===== config.mk =====
export PLATFORM = sky130hd
export DESIGN_NAME = gsm7_alphabet_septet_packer
export DESIGN_NICKNAME = d
export VERILOG_FILES = /design/src/gsm7_pkg.sv /design/src/gsm7_front.sv /design/src/gsm7_queue.sv /design/src/gsm7_back.sv /design/src/gsm7_alphabet_septet_packer.sv
export SDC_FILE = /design/constraint.sdc
export NUM_CORES = 1
export LEC_CHECK = 0
export ABC_AREA = 1
export ABC_CLOCK_PERIOD_IN_PS = 5250
export BUFFER_PORTS_ARGS = -buffer_cell sky130_fd_sc_hd__clkbuf_2
export CORE_ASPECT_RATIO = 0.5
export CORE_MARGIN = 3
export CORE_UTILIZATION = 56
export CTS_CLUSTER_SIZE = 8
export DETAILED_ROUTE_END_ITERATION = 10
export HOLD_SLACK_MARGIN = 0.05
export PLACE_DENSITY = 0.8
export SYNTH_ARGS = -nofsm -noshare
export SYNTH_HDL_FRONTEND = slang
export SYNTH_SLANG_ARGS = --single-unit
export TNS_END_PERCENT = 10

===== constraint.sdc =====
create_clock -name clock -period 5.25 [get_ports clock]
set_clock_uncertainty 0.2 [all_clocks]
set_input_delay 1.05 -clock clock [delete_from_list [all_inputs] [get_ports clock]]
set_output_delay 1.05 -clock clock [all_outputs]
set_load 0.1 [all_outputs]

===== src/gsm7_pkg.sv =====
package gsm7_pkg;

   // Payload of one input transfer
   typedef struct packed {
      logic [15:0] char_code;
      logic        last_char;
   } req_type;

   // Payload of one result transfer
   typedef struct packed {
      logic [7:0] octet;
      logic       octet_valid;
      logic       unmappable;
      logic       last_result;
   } rsp_type;

   // Classified character handed from front to back
   typedef struct packed {
      logic [1:0]  septet_count;   // 0, 1 or 2 septets to pack
      logic [13:0] septets;        // second septet in [13:7], first in [6:0]
      logic        last_char;
      logic        unmappable;
   } cmd_type;

   localparam logic [6:0] ESC_SEPTET = 7'h1B;
   localparam logic [7:0] NO_CODE    = 8'hFF;

   localparam int QUEUE_DEPTH = 2;
   localparam int QUEUE_PTR_W = $clog2(QUEUE_DEPTH);
   localparam int QUEUE_CNT_W = $clog2(QUEUE_DEPTH + 1);

   // Latin-1 to GSM default alphabet; bit 7 marks the extension table
   localparam logic [7:0] GSM_TABLE [256] = '{
      8'hFF,8'hFF,8'hFF,8'hFF,8'hFF,8'hFF,8'hFF,8'hFF,
      8'hFF,8'hFF,8'h0A,8'hFF,8'h8A,8'h0D,8'hFF,8'hFF,
      8'hFF,8'hFF,8'hFF,8'hFF,8'hFF,8'hFF,8'hFF,8'hFF,
      8'hFF,8'hFF,8'hFF,8'hFF,8'hFF,8'hFF,8'hFF,8'hFF,
      8'h20,8'h21,8'h22,8'h23,8'h02,8'h25,8'h26,8'h27,
      8'h28,8'h29,8'h2A,8'h2B,8'h2C,8'h2D,8'h2E,8'h2F,
      8'h30,8'h31,8'h32,8'h33,8'h34,8'h35,8'h36,8'h37,
      8'h38,8'h39,8'h3A,8'h3B,8'h3C,8'h3D,8'h3E,8'h3F,
      8'h00,8'h41,8'h42,8'h43,8'h44,8'h45,8'h46,8'h47,
      8'h48,8'h49,8'h4A,8'h4B,8'h4C,8'h4D,8'h4E,8'h4F,
      8'h50,8'h51,8'h52,8'h53,8'h54,8'h55,8'h56,8'h57,
      8'h58,8'h59,8'h5A,8'hBC,8'hAF,8'hBE,8'h94,8'h11,
      8'hFF,8'h61,8'h62,8'h63,8'h64,8'h65,8'h66,8'h67,
      8'h68,8'h69,8'h6A,8'h6B,8'h6C,8'h6D,8'h6E,8'h6F,
      8'h70,8'h71,8'h72,8'h73,8'h74,8'h75,8'h76,8'h77,
      8'h78,8'h79,8'h7A,8'hA8,8'hC0,8'hA9,8'hBD,8'hFF,
      8'hFF,8'hFF,8'hFF,8'hFF,8'hFF,8'hFF,8'hFF,8'hFF,
      8'hFF,8'hFF,8'hFF,8'hFF,8'hFF,8'hFF,8'hFF,8'hFF,
      8'hFF,8'hFF,8'hFF,8'hFF,8'hFF,8'hFF,8'hFF,8'hFF,
      8'hFF,8'hFF,8'hFF,8'hFF,8'hFF,8'hFF,8'hFF,8'hFF,
      8'hFF,8'h40,8'hFF,8'h01,8'h24,8'h03,8'hFF,8'h5F,
      8'hFF,8'hFF,8'hFF,8'hFF,8'hFF,8'hFF,8'hFF,8'hFF,
      8'hFF,8'hFF,8'hFF,8'hFF,8'hFF,8'hFF,8'hFF,8'hFF,
      8'hFF,8'hFF,8'hFF,8'hFF,8'hFF,8'hFF,8'hFF,8'h60,
      8'hFF,8'hFF,8'hFF,8'hFF,8'h5B,8'h0E,8'h1C,8'h09,
      8'hFF,8'h1F,8'hFF,8'hFF,8'hFF,8'hFF,8'hFF,8'hFF,
      8'hFF,8'h5D,8'hFF,8'hFF,8'hFF,8'hFF,8'h5C,8'hFF,
      8'h0B,8'hFF,8'hFF,8'hFF,8'h5E,8'hFF,8'hFF,8'h1E,
      8'h7F,8'hFF,8'hFF,8'hFF,8'h7B,8'h0F,8'h1D,8'hFF,
      8'h04,8'h05,8'hFF,8'hFF,8'h07,8'hFF,8'hFF,8'hFF,
      8'hFF,8'h7D,8'h08,8'hFF,8'hFF,8'hFF,8'h7C,8'hFF,
      8'h0C,8'h06,8'hFF,8'hFF,8'h7E,8'hFF,8'hFF,8'hFF
   };

endpackage


===== src/gsm7_front.sv =====
module gsm7_front (
   input  logic             req_valid,
   output logic             req_stall,
   input  gsm7_pkg::req_type req_data,
   input  logic             q_full,
   output logic             push,
   output gsm7_pkg::cmd_type cmd
);
   import gsm7_pkg::*;

   logic       wide_char;
   logic [7:0] code;
   logic       unmappable;

   // Accept whenever the queue has room
   assign req_stall = q_full;
   assign push      = req_valid && !q_full;

   // Table lookup and classification
   assign wide_char  = |req_data.char_code[15:8];
   assign code       = GSM_TABLE[req_data.char_code[7:0]];
   assign unmappable = wide_char || (code == NO_CODE);

   always_comb begin
      cmd.last_char  = req_data.last_char;
      cmd.unmappable = unmappable;
      if (unmappable) begin
         cmd.septet_count = 2'd0;
         cmd.septets      = '0;
      end else if (code[7]) begin
         // extension character: escape first, then the code
         cmd.septet_count = 2'd2;
         cmd.septets      = {code[6:0], ESC_SEPTET};
      end else begin
         cmd.septet_count = 2'd1;
         cmd.septets      = {7'd0, code[6:0]};
      end
   end

endmodule


===== src/gsm7_queue.sv =====
module gsm7_queue (
   input  logic              clock,
   input  logic              reset,
   input  logic              push,
   input  gsm7_pkg::cmd_type cmd_in,
   output logic              full,
   input  logic              pop,
   output gsm7_pkg::cmd_type cmd_out,
   output logic              empty
);
   import gsm7_pkg::*;

   cmd_type                slot_ff [QUEUE_DEPTH];
   logic [QUEUE_PTR_W-1:0] wr_ptr_ff, wr_ptr_in;
   logic [QUEUE_PTR_W-1:0] rd_ptr_ff, rd_ptr_in;
   logic [QUEUE_CNT_W-1:0] count_ff, count_in;

   assign full    = (count_ff == QUEUE_CNT_W'(QUEUE_DEPTH));
   assign empty   = (count_ff == '0);
   assign cmd_out = slot_ff[rd_ptr_ff];

   // Pointer and fill count update
   always_comb begin
      wr_ptr_in = wr_ptr_ff;
      rd_ptr_in = rd_ptr_ff;
      count_in  = count_ff;
      if (push) begin
         wr_ptr_in = (wr_ptr_ff == QUEUE_PTR_W'(QUEUE_DEPTH - 1)) ? '0 : wr_ptr_ff + 1'b1;
      end
      if (pop) begin
         rd_ptr_in = (rd_ptr_ff == QUEUE_PTR_W'(QUEUE_DEPTH - 1)) ? '0 : rd_ptr_ff + 1'b1;
      end
      if (push && !pop) begin
         count_in = count_ff + 1'b1;
      end else if (pop && !push) begin
         count_in = count_ff - 1'b1;
      end
   end

   always_ff @(posedge clock) begin
      if (reset) begin
         wr_ptr_ff <= '0;
         rd_ptr_ff <= '0;
         count_ff  <= '0;
      end else begin
         wr_ptr_ff <= wr_ptr_in;
         rd_ptr_ff <= rd_ptr_in;
         count_ff  <= count_in;
      end
   end

   // Entry storage, no reset needed
   always_ff @(posedge clock) begin
      if (push) begin
         slot_ff[wr_ptr_ff] <= cmd_in;
      end
   end

endmodule


===== src/gsm7_back.sv =====
module gsm7_back (
   input  logic              clock,
   input  logic              reset,
   input  logic              fill_bits,
   input  logic              q_empty,
   input  gsm7_pkg::cmd_type cmd,
   output logic              pop,
   output logic              rsp_valid,
   input  logic              rsp_stall,
   output gsm7_pkg::rsp_type rsp_data
);
   import gsm7_pkg::*;

   // Packing state
   logic [7:0]  acc_ff, acc_in;
   logic [2:0]  pend_ff, pend_in;
   logic        start_ff, start_in;

   // Octets of the current character still to be sent
   logic [15:0] job_word_ff, job_word_in;
   logic [1:0]  job_left_ff, job_left_in;
   logic        job_unm_ff, job_unm_in;

   // Output register
   logic        rsp_valid_ff, rsp_valid_in;
   rsp_type     rsp_data_ff, rsp_data_in;

   logic        out_free;
   logic [2:0]  pend_eff;
   logic [13:0] sept_bits;
   logic [23:0] word;
   logic [4:0]  total;
   logic [1:0]  nfull;
   logic [2:0]  rem;
   logic [1:0]  noct;
   logic [1:0]  nres;

   assign out_free  = !rsp_valid_ff || !rsp_stall;
   assign pop       = out_free && (job_left_ff == 2'd0) && !q_empty;
   assign rsp_valid = rsp_valid_ff;
   assign rsp_data  = rsp_data_ff;

   // Pack the command's septets on top of the pending bits
   always_comb begin
      pend_eff = pend_ff;
      if (start_ff && fill_bits && (cmd.septet_count != 2'd0)) begin
         pend_eff = 3'd1;
      end
      case (cmd.septet_count)
         2'd1:    sept_bits = {7'd0, cmd.septets[6:0]};
         2'd2:    sept_bits = cmd.septets;
         default: sept_bits = '0;
      endcase
      word  = {16'd0, acc_ff} | ({10'd0, sept_bits} << pend_eff);
      total = {2'd0, pend_eff} + 5'(7 * cmd.septet_count);
      nfull = total[4:3];
      rem   = total[2:0];
      noct  = nfull + 2'((cmd.last_char && (rem != 3'd0)) ? 1 : 0);
      nres  = (noct == 2'd0) ? 2'd1 : noct;
   end

   // Result sequencing and state update
   always_comb begin
      acc_in       = acc_ff;
      pend_in      = pend_ff;
      start_in     = start_ff;
      job_word_in  = job_word_ff;
      job_left_in  = job_left_ff;
      job_unm_in   = job_unm_ff;
      rsp_valid_in = rsp_valid_ff;
      rsp_data_in  = rsp_data_ff;
      if (out_free) begin
         if (job_left_ff != 2'd0) begin
            // further octet of the character in progress
            rsp_valid_in            = 1'b1;
            rsp_data_in.octet       = job_word_ff[7:0];
            rsp_data_in.octet_valid = 1'b1;
            rsp_data_in.unmappable  = job_unm_ff;
            rsp_data_in.last_result = (job_left_ff == 2'd1);
            job_word_in             = {8'd0, job_word_ff[15:8]};
            job_left_in             = job_left_ff - 1'b1;
         end else if (!q_empty) begin
            // first result of a new character
            rsp_valid_in            = 1'b1;
            rsp_data_in.octet       = (noct != 2'd0) ? word[7:0] : 8'd0;
            rsp_data_in.octet_valid = (noct != 2'd0);
            rsp_data_in.unmappable  = cmd.unmappable;
            rsp_data_in.last_result = (nres == 2'd1);
            job_word_in             = word[23:8];
            job_left_in             = nres - 1'b1;
            job_unm_in              = cmd.unmappable;
            if (cmd.last_char) begin
               acc_in   = '0;
               pend_in  = '0;
               start_in = 1'b1;
            end else begin
               acc_in   = word[{nfull, 3'b000} +: 8];
               pend_in  = rem;
               start_in = start_ff && (cmd.septet_count == 2'd0);
            end
         end else begin
            rsp_valid_in = 1'b0;
         end
      end
   end

   always_ff @(posedge clock) begin
      if (reset) begin
         acc_ff       <= '0;
         pend_ff      <= '0;
         start_ff     <= 1'b1;
         job_left_ff  <= '0;
         rsp_valid_ff <= 1'b0;
      end else begin
         acc_ff       <= acc_in;
         pend_ff      <= pend_in;
         start_ff     <= start_in;
         job_left_ff  <= job_left_in;
         rsp_valid_ff <= rsp_valid_in;
      end
   end

   // Payload registers
   always_ff @(posedge clock) begin
      job_word_ff <= job_word_in;
      job_unm_ff  <= job_unm_in;
      rsp_data_ff <= rsp_data_in;
   end

endmodule


===== src/gsm7_alphabet_septet_packer.sv =====
// Channel  Handshake             Payload
// req      req_valid/req_stall   gsm7_pkg::req_type  (char_code, last_char)
// rsp      rsp_valid/rsp_stall   gsm7_pkg::rsp_type  (octet, octet_valid, unmappable,
//                                                     last_result)
// csr      csr_valid/csr_ready   csr_data            (fill_bits)
//
// One character is accepted per cycle while the queue has room; the packing unit sends
// one result per cycle while rsp is not stalled, 1 to 3 results per character.
// A 2-entry command queue sits between lookup and packing; req_stall is queue full.
// Results leave from a register, loaded whenever rsp is free or not stalled.
// Reset is synchronous: empty queue, empty accumulator, start of message, fill off.
module gsm7_alphabet_septet_packer (
   input  logic              clock,
   input  logic              reset,
   input  logic              req_valid,
   output logic              req_stall,
   input  gsm7_pkg::req_type req_data,
   output logic              rsp_valid,
   input  logic              rsp_stall,
   output gsm7_pkg::rsp_type rsp_data,
   input  logic              csr_valid,
   output logic              csr_ready,
   input  logic              csr_data
);
   import gsm7_pkg::*;

   logic    fill_bits_ff;
   logic    q_full;
   logic    q_empty;
   logic    push;
   logic    pop;
   cmd_type front_cmd;
   cmd_type queue_cmd;

   // Configuration register
   assign csr_ready = 1'b1;

   always_ff @(posedge clock) begin
      if (reset) begin
         fill_bits_ff <= 1'b0;
      end else if (csr_valid && csr_ready) begin
         fill_bits_ff <= csr_data;
      end
   end

   gsm7_front u_front (
      .req_valid (req_valid),
      .req_stall (req_stall),
      .req_data  (req_data),
      .q_full    (q_full),
      .push      (push),
      .cmd       (front_cmd)
   );

   gsm7_queue u_queue (
      .clock   (clock),
      .reset   (reset),
      .push    (push),
      .cmd_in  (front_cmd),
      .full    (q_full),
      .pop     (pop),
      .cmd_out (queue_cmd),
      .empty   (q_empty)
   );

   gsm7_back u_back (
      .clock     (clock),
      .reset     (reset),
      .fill_bits (fill_bits_ff),
      .q_empty   (q_empty),
      .cmd       (queue_cmd),
      .pop       (pop),
      .rsp_valid (rsp_valid),
      .rsp_stall (rsp_stall),
      .rsp_data  (rsp_data)
   );

endmodule


==> results summary <==
The number of hold-slack violations in the final timing report was 0. The total standard cell area after synthesis came out at 5523 sq um. In this run the worst path has a maximum fanout of 19. The quantity of hold-fixing buffers added after cts is 0. The final-report max-slew violation count came out at 0. The flip-flop and latch area is 2252 sq um.

Counting flops and latches in the post-synthesis netlist gives 82. The average footprint of a synthesized cell came out at 7.413 sq um. The fill cell total of the finished layout came out at 793.

The register clock-pin slew on the reported worst setup and hold paths is 60 ps. The post-layout minimum cycle time is 4839 ps. The distinct cell type count of the synthesized netlist came out at 47. The worst path uses 92.17% of the clock period. The initial core utilization came out at 60.50%.

The number of rows in the core area is 24. The total CTS buffers is 9. The number of enable-type register cells in the synthesized netlist is 61. The total grt overflow is 0. The total track usage is 24.96%.

The actual slew at the worst max-slew pin came out at 717.6 ps. The tree is rooted in a sky130_fd_sc_hd__clkbuf_16. The net count reported at finish is 813.

Setup violations remaining at the end of the flow were counted as 0. The number of gates resized after CTS is 0. The first global-routing pass estimated 22.91 mm of wire. The H-tree depth came out at 3. The total number of clock tree sinks came out at 82.

The number of global-route vias before repair is 4704. The maximum count of clock buffers along a single path is 2. The count of inserted antenna diode cells came out at 0. The die is 146.4 microns wide. The number of warnings reported in the yosys synthesis log is 0.

Walking the worst path, the cells encountered are inv_1 -> or2_2 -> o21ai_2 -> ha_1 -> nor2_1 -> nor2_2 -> buf_4 -> clkinvlp_4 -> fa_1 -> fa_1 -> inv_1 -> nor3_1 -> nor2_1 -> ha_1 -> xor2_1 -> o21ai_1 -> inv_1 -> a22o_1. Setup repair after global routing left no endpoint under its margin. Routability-driven placement finished with a final weighted congestion of 0.9657. The via density per instance came out at 5.663. The launch instance of the worst min-delay path is u_queue.rd_ptr_ff$_SDFFE_PP0P_. The initial antenna violation count is 0. Across the run, the number of max-cap violations was 0. For this design the ratio of total power to cell area is 655.4 nW/um^2. Summed over all instances, the cell type with the most area after synthesis is sky130_fd_sc_hd__edfxtp_1. The number of instances in the synthesized netlist came out at 745.

On the worst path, the slowest cell contributes a delay of 560 ps. 37 I/O pins were placed. The cell occurring most often along the worst timing path is sky130_fd_sc_hd__inv_1. The data required time of the worst path came out at 5140 ps. The number of buffers and inverters on the critical path is 5. The vertical die dimension is 76.22 microns. TritonCTS built the clock tree. The share of the synthesized area in the top cell type came out at 33.17%. The worst setup path is captured at a register. Among all flip-flop cells after synthesis, the most frequent one is sky130_fd_sc_hd__edfxtp_1. The peak ir drop on the vdd network is 0.2476 mV. The cell type group with the largest total delay on the critical path is adder cells. By count the netlist is led by 213 x sky130_fd_sc_hd__nand2_1, 91 x sky130_fd_sc_hd__nand3_1, 69 x sky130_fd_sc_hd__inv_1. The worst setup timing slack at the placement stage came out at 137.7 ps. By area the synthesized netlist is led by sky130_fd_sc_hd__edfxtp_1 33%, sky130_fd_sc_hd__nand2_1 14%, sky130_fd_sc_hd__nand3_1 8.2%.

The area of combinational cells with multiple inputs came out at 2838 sq um. The critical setup path kind is reg -> reg. The worst min-delay path category is reg -> reg. The quantity of I/O buffers inserted on ports came out at 35. The worst setup path is launched from a register. The data arrival at the endpoint of the critical path came out at 4730 ps. Yosys instantiated no cell more often than sky130_fd_sc_hd__nand2_1. The share of async-settable or async-resettable flops after synthesis came out at 0%. Detailed placement finished with a half-perimeter wire length of 10.52 mm. The flow ran to the end, and the final reports show no timing, DRC or antenna violations. The initial DRC count came out at 443. The synthesized netlist net count is 786. The pin count of the biggest net entering global routing came out at 25. Dividing the detail-routed wire length by the instance count gives 15.57 microns. The setup check on the worst reg-to-reg path leaves a slack of 410 ps. The worst-skew pair later-pin latency is 340 ps. The area overhead of the layout relative to synthesis is 10.38%. The headroom to the max-slew limit came out at 52.10%. The number of remaining DRC errors is 0. The number of buffers added for setup after CTS is 0. The slowest stage of the critical path belongs to the cell sky130_fd_sc_hd__fa_1. The cell leakage power is 2.773 nW. The die covers 11160 sq um. After synthesis, flip-flops and latches occupy 40.78% of the total area. The least setup slack across all paths after layout came out at 411.2 ps. The layout cell share with drive strength beyond 1 came out at 13.77%. The pre-antenna-repair detailed-routing pass consisted of 5 iterations. The post-detailed-routing wire length came out at 14.12 mm. The routed layout has 5136 vias.

Once detail routing completed, the nets flagged for antenna violations numbered 0. The total power consumption of the routed design is 3.995 mW. The fmax is 206.7 MHz. The core area is 9129 sq um. After routing, the total negative slack on setup checks comes to 0 ps.
-- registers in the layout, summed over array words and instances, names as in the netlist, 2 cells and up, named ones only --
name                cells
u_queue.slot_ff        36
u_back.job_word_ff     13
u_back.rsp_data        11
u_back.acc_ff           8
u_back.pend_ff          3
u_back.job_left_ff      2
u_queue.count_ff        2
-- logic make-up (layout without fill, tap and decap cells) --
kind of cell             Yosys count  in the layout  synth area share [%]
XOR/XNOR                           3              3                0.4758
buffers and inverters            105            137                 8.042
other                              1              1               0.06790
adder cells (fa/ha/maj)           18             18                 4.486
flip-flops                        82             82                 40.78
AND/OR/NAND/NOR                  411            411                 33.03
AO/OA/AOI/OAI                    125            125                 13.12
-- through the flow --
| step | instances | utilization (%) | area (sq um) | hold slack, ps |
|---|---|---|---|---|
| floorplan | 745 | - | 5523 | 225.5 |
| global placement | 891 | 63.28 | 5777 | 235.9 |
| detailed placement | 891 | 63.28 | 5777 | 240.2 |
| CTS | 907 | 66.65 | 6085 | 249.6 |
| global route | 907 | 66.78 | 6096 | 285.6 |
| finish | 907 | 66.78 | 6096 | 247.1 |
-- worst reg2reg max path: stages (launching register included) --
cell	delay [ps]
sky130_fd_sc_hd__dfxtp_1	330
sky130_fd_sc_hd__inv_1	190
sky130_fd_sc_hd__or2_2	370
sky130_fd_sc_hd__o21ai_2	160
sky130_fd_sc_hd__ha_1	270
sky130_fd_sc_hd__nor2_1	80
sky130_fd_sc_hd__nor2_2	70
sky130_fd_sc_hd__buf_4	230
sky130_fd_sc_hd__clkinvlp_4	280
sky130_fd_sc_hd__fa_1	550
sky130_fd_sc_hd__fa_1	560
sky130_fd_sc_hd__inv_1	60
sky130_fd_sc_hd__nor3_1	140
sky130_fd_sc_hd__nor2_1	90
sky130_fd_sc_hd__ha_1	190
sky130_fd_sc_hd__xor2_1	190
sky130_fd_sc_hd__o21ai_1	250
sky130_fd_sc_hd__inv_1	170
sky130_fd_sc_hd__a22o_1	220
-- path summary, 6_finish.rpt --
kind                              endpoint  cells past startpoint
max          u_back.rsp_data[10]$_DFFE_PP_                     18
min                               register                      1
max reg2reg  u_back.rsp_data[10]$_DFFE_PP_                     18
min reg2reg                       register                      1
-- where the power goes --
| part | internal [mW] | switching (mW) |
|---|---|---|
| clock | 0.377 | 0.263 |
| combinational | 0.645 | 1.63 |
| sequential | 1.00 | 0.0737 |
-- layout make-up --
class                           count  area share [%]
Sequential cell                    82           36.95
Clock buffer                        9           3.695
Clock inverter                      7           1.355
Inverter                           77           4.803
Tap cell                          130           2.668
Timing Repair Buffer               44           3.982
Multi-Input combinational cell    558           46.55
-- layer usage --
layer  wire [microns]  part of all wire [%]  global-route usage, %  vias up
met5                0                     0                      0        -
met4              222                   1.6                  6.191        0
met3             1105                   7.8                  3.922       28
met2             6742                    48                  43.66      231
met1             6048                    43                  32.65     2326
li1                 -                     -                      -     2551
-- placed cells by master (no fill, tap or decap), types with 2 or more instances in the layout --
cell / netlist / routed
sky130_fd_sc_hd__nor4_1: 2 / 2
sky130_fd_sc_hd__or2_2: 6 / 6
sky130_fd_sc_hd__a21oi_1: 46 / 45
sky130_fd_sc_hd__o21ai_1: 9 / 9
sky130_fd_sc_hd__clkbuf_2: 0 / 35
sky130_fd_sc_hd__a22o_1: 7 / 7
sky130_fd_sc_hd__clkinv_1: 2 / 2
sky130_fd_sc_hd__nand2_1: 213 / 213
sky130_fd_sc_hd__nor2_2: 13 / 13
sky130_fd_sc_hd__fa_1: 3 / 3
sky130_fd_sc_hd__o21ai_2: 1 / 3
sky130_fd_sc_hd__buf_4: 2 / 9
sky130_fd_sc_hd__nor3_1: 3 / 3
sky130_fd_sc_hd__nand3_1: 91 / 91
sky130_fd_sc_hd__a31oi_1: 6 / 6
sky130_fd_sc_hd__nand3_2: 4 / 4
sky130_fd_sc_hd__a21oi_2: 1 / 2
sky130_fd_sc_hd__nor2_1: 60 / 60
sky130_fd_sc_hd__edfxtp_1: 61 / 61
sky130_fd_sc_hd__xor2_1: 2 / 2
sky130_fd_sc_hd__inv_2: 6 / 7
sky130_fd_sc_hd__clkbuf_16: 0 / 9
sky130_fd_sc_hd__ha_1: 15 / 15
sky130_fd_sc_hd__inv_1: 69 / 67
sky130_fd_sc_hd__nand3b_1: 2 / 2
sky130_fd_sc_hd__nand2_2: 4 / 4
sky130_fd_sc_hd__dfxtp_1: 21 / 21
sky130_fd_sc_hd__o21ai_0: 38 / 36
sky130_fd_sc_hd__nand2_4: 2 / 2
sky130_fd_sc_hd__inv_6: 0 / 4
sky130_fd_sc_hd__o21bai_1: 2 / 2
sky130_fd_sc_hd__clkinv_4: 0 / 2
sky130_fd_sc_hd__o211ai_1: 9 / 9
sky130_fd_sc_hd__nand4_1: 6 / 6
Note: power is estimated with default switching activity, not from simulation.
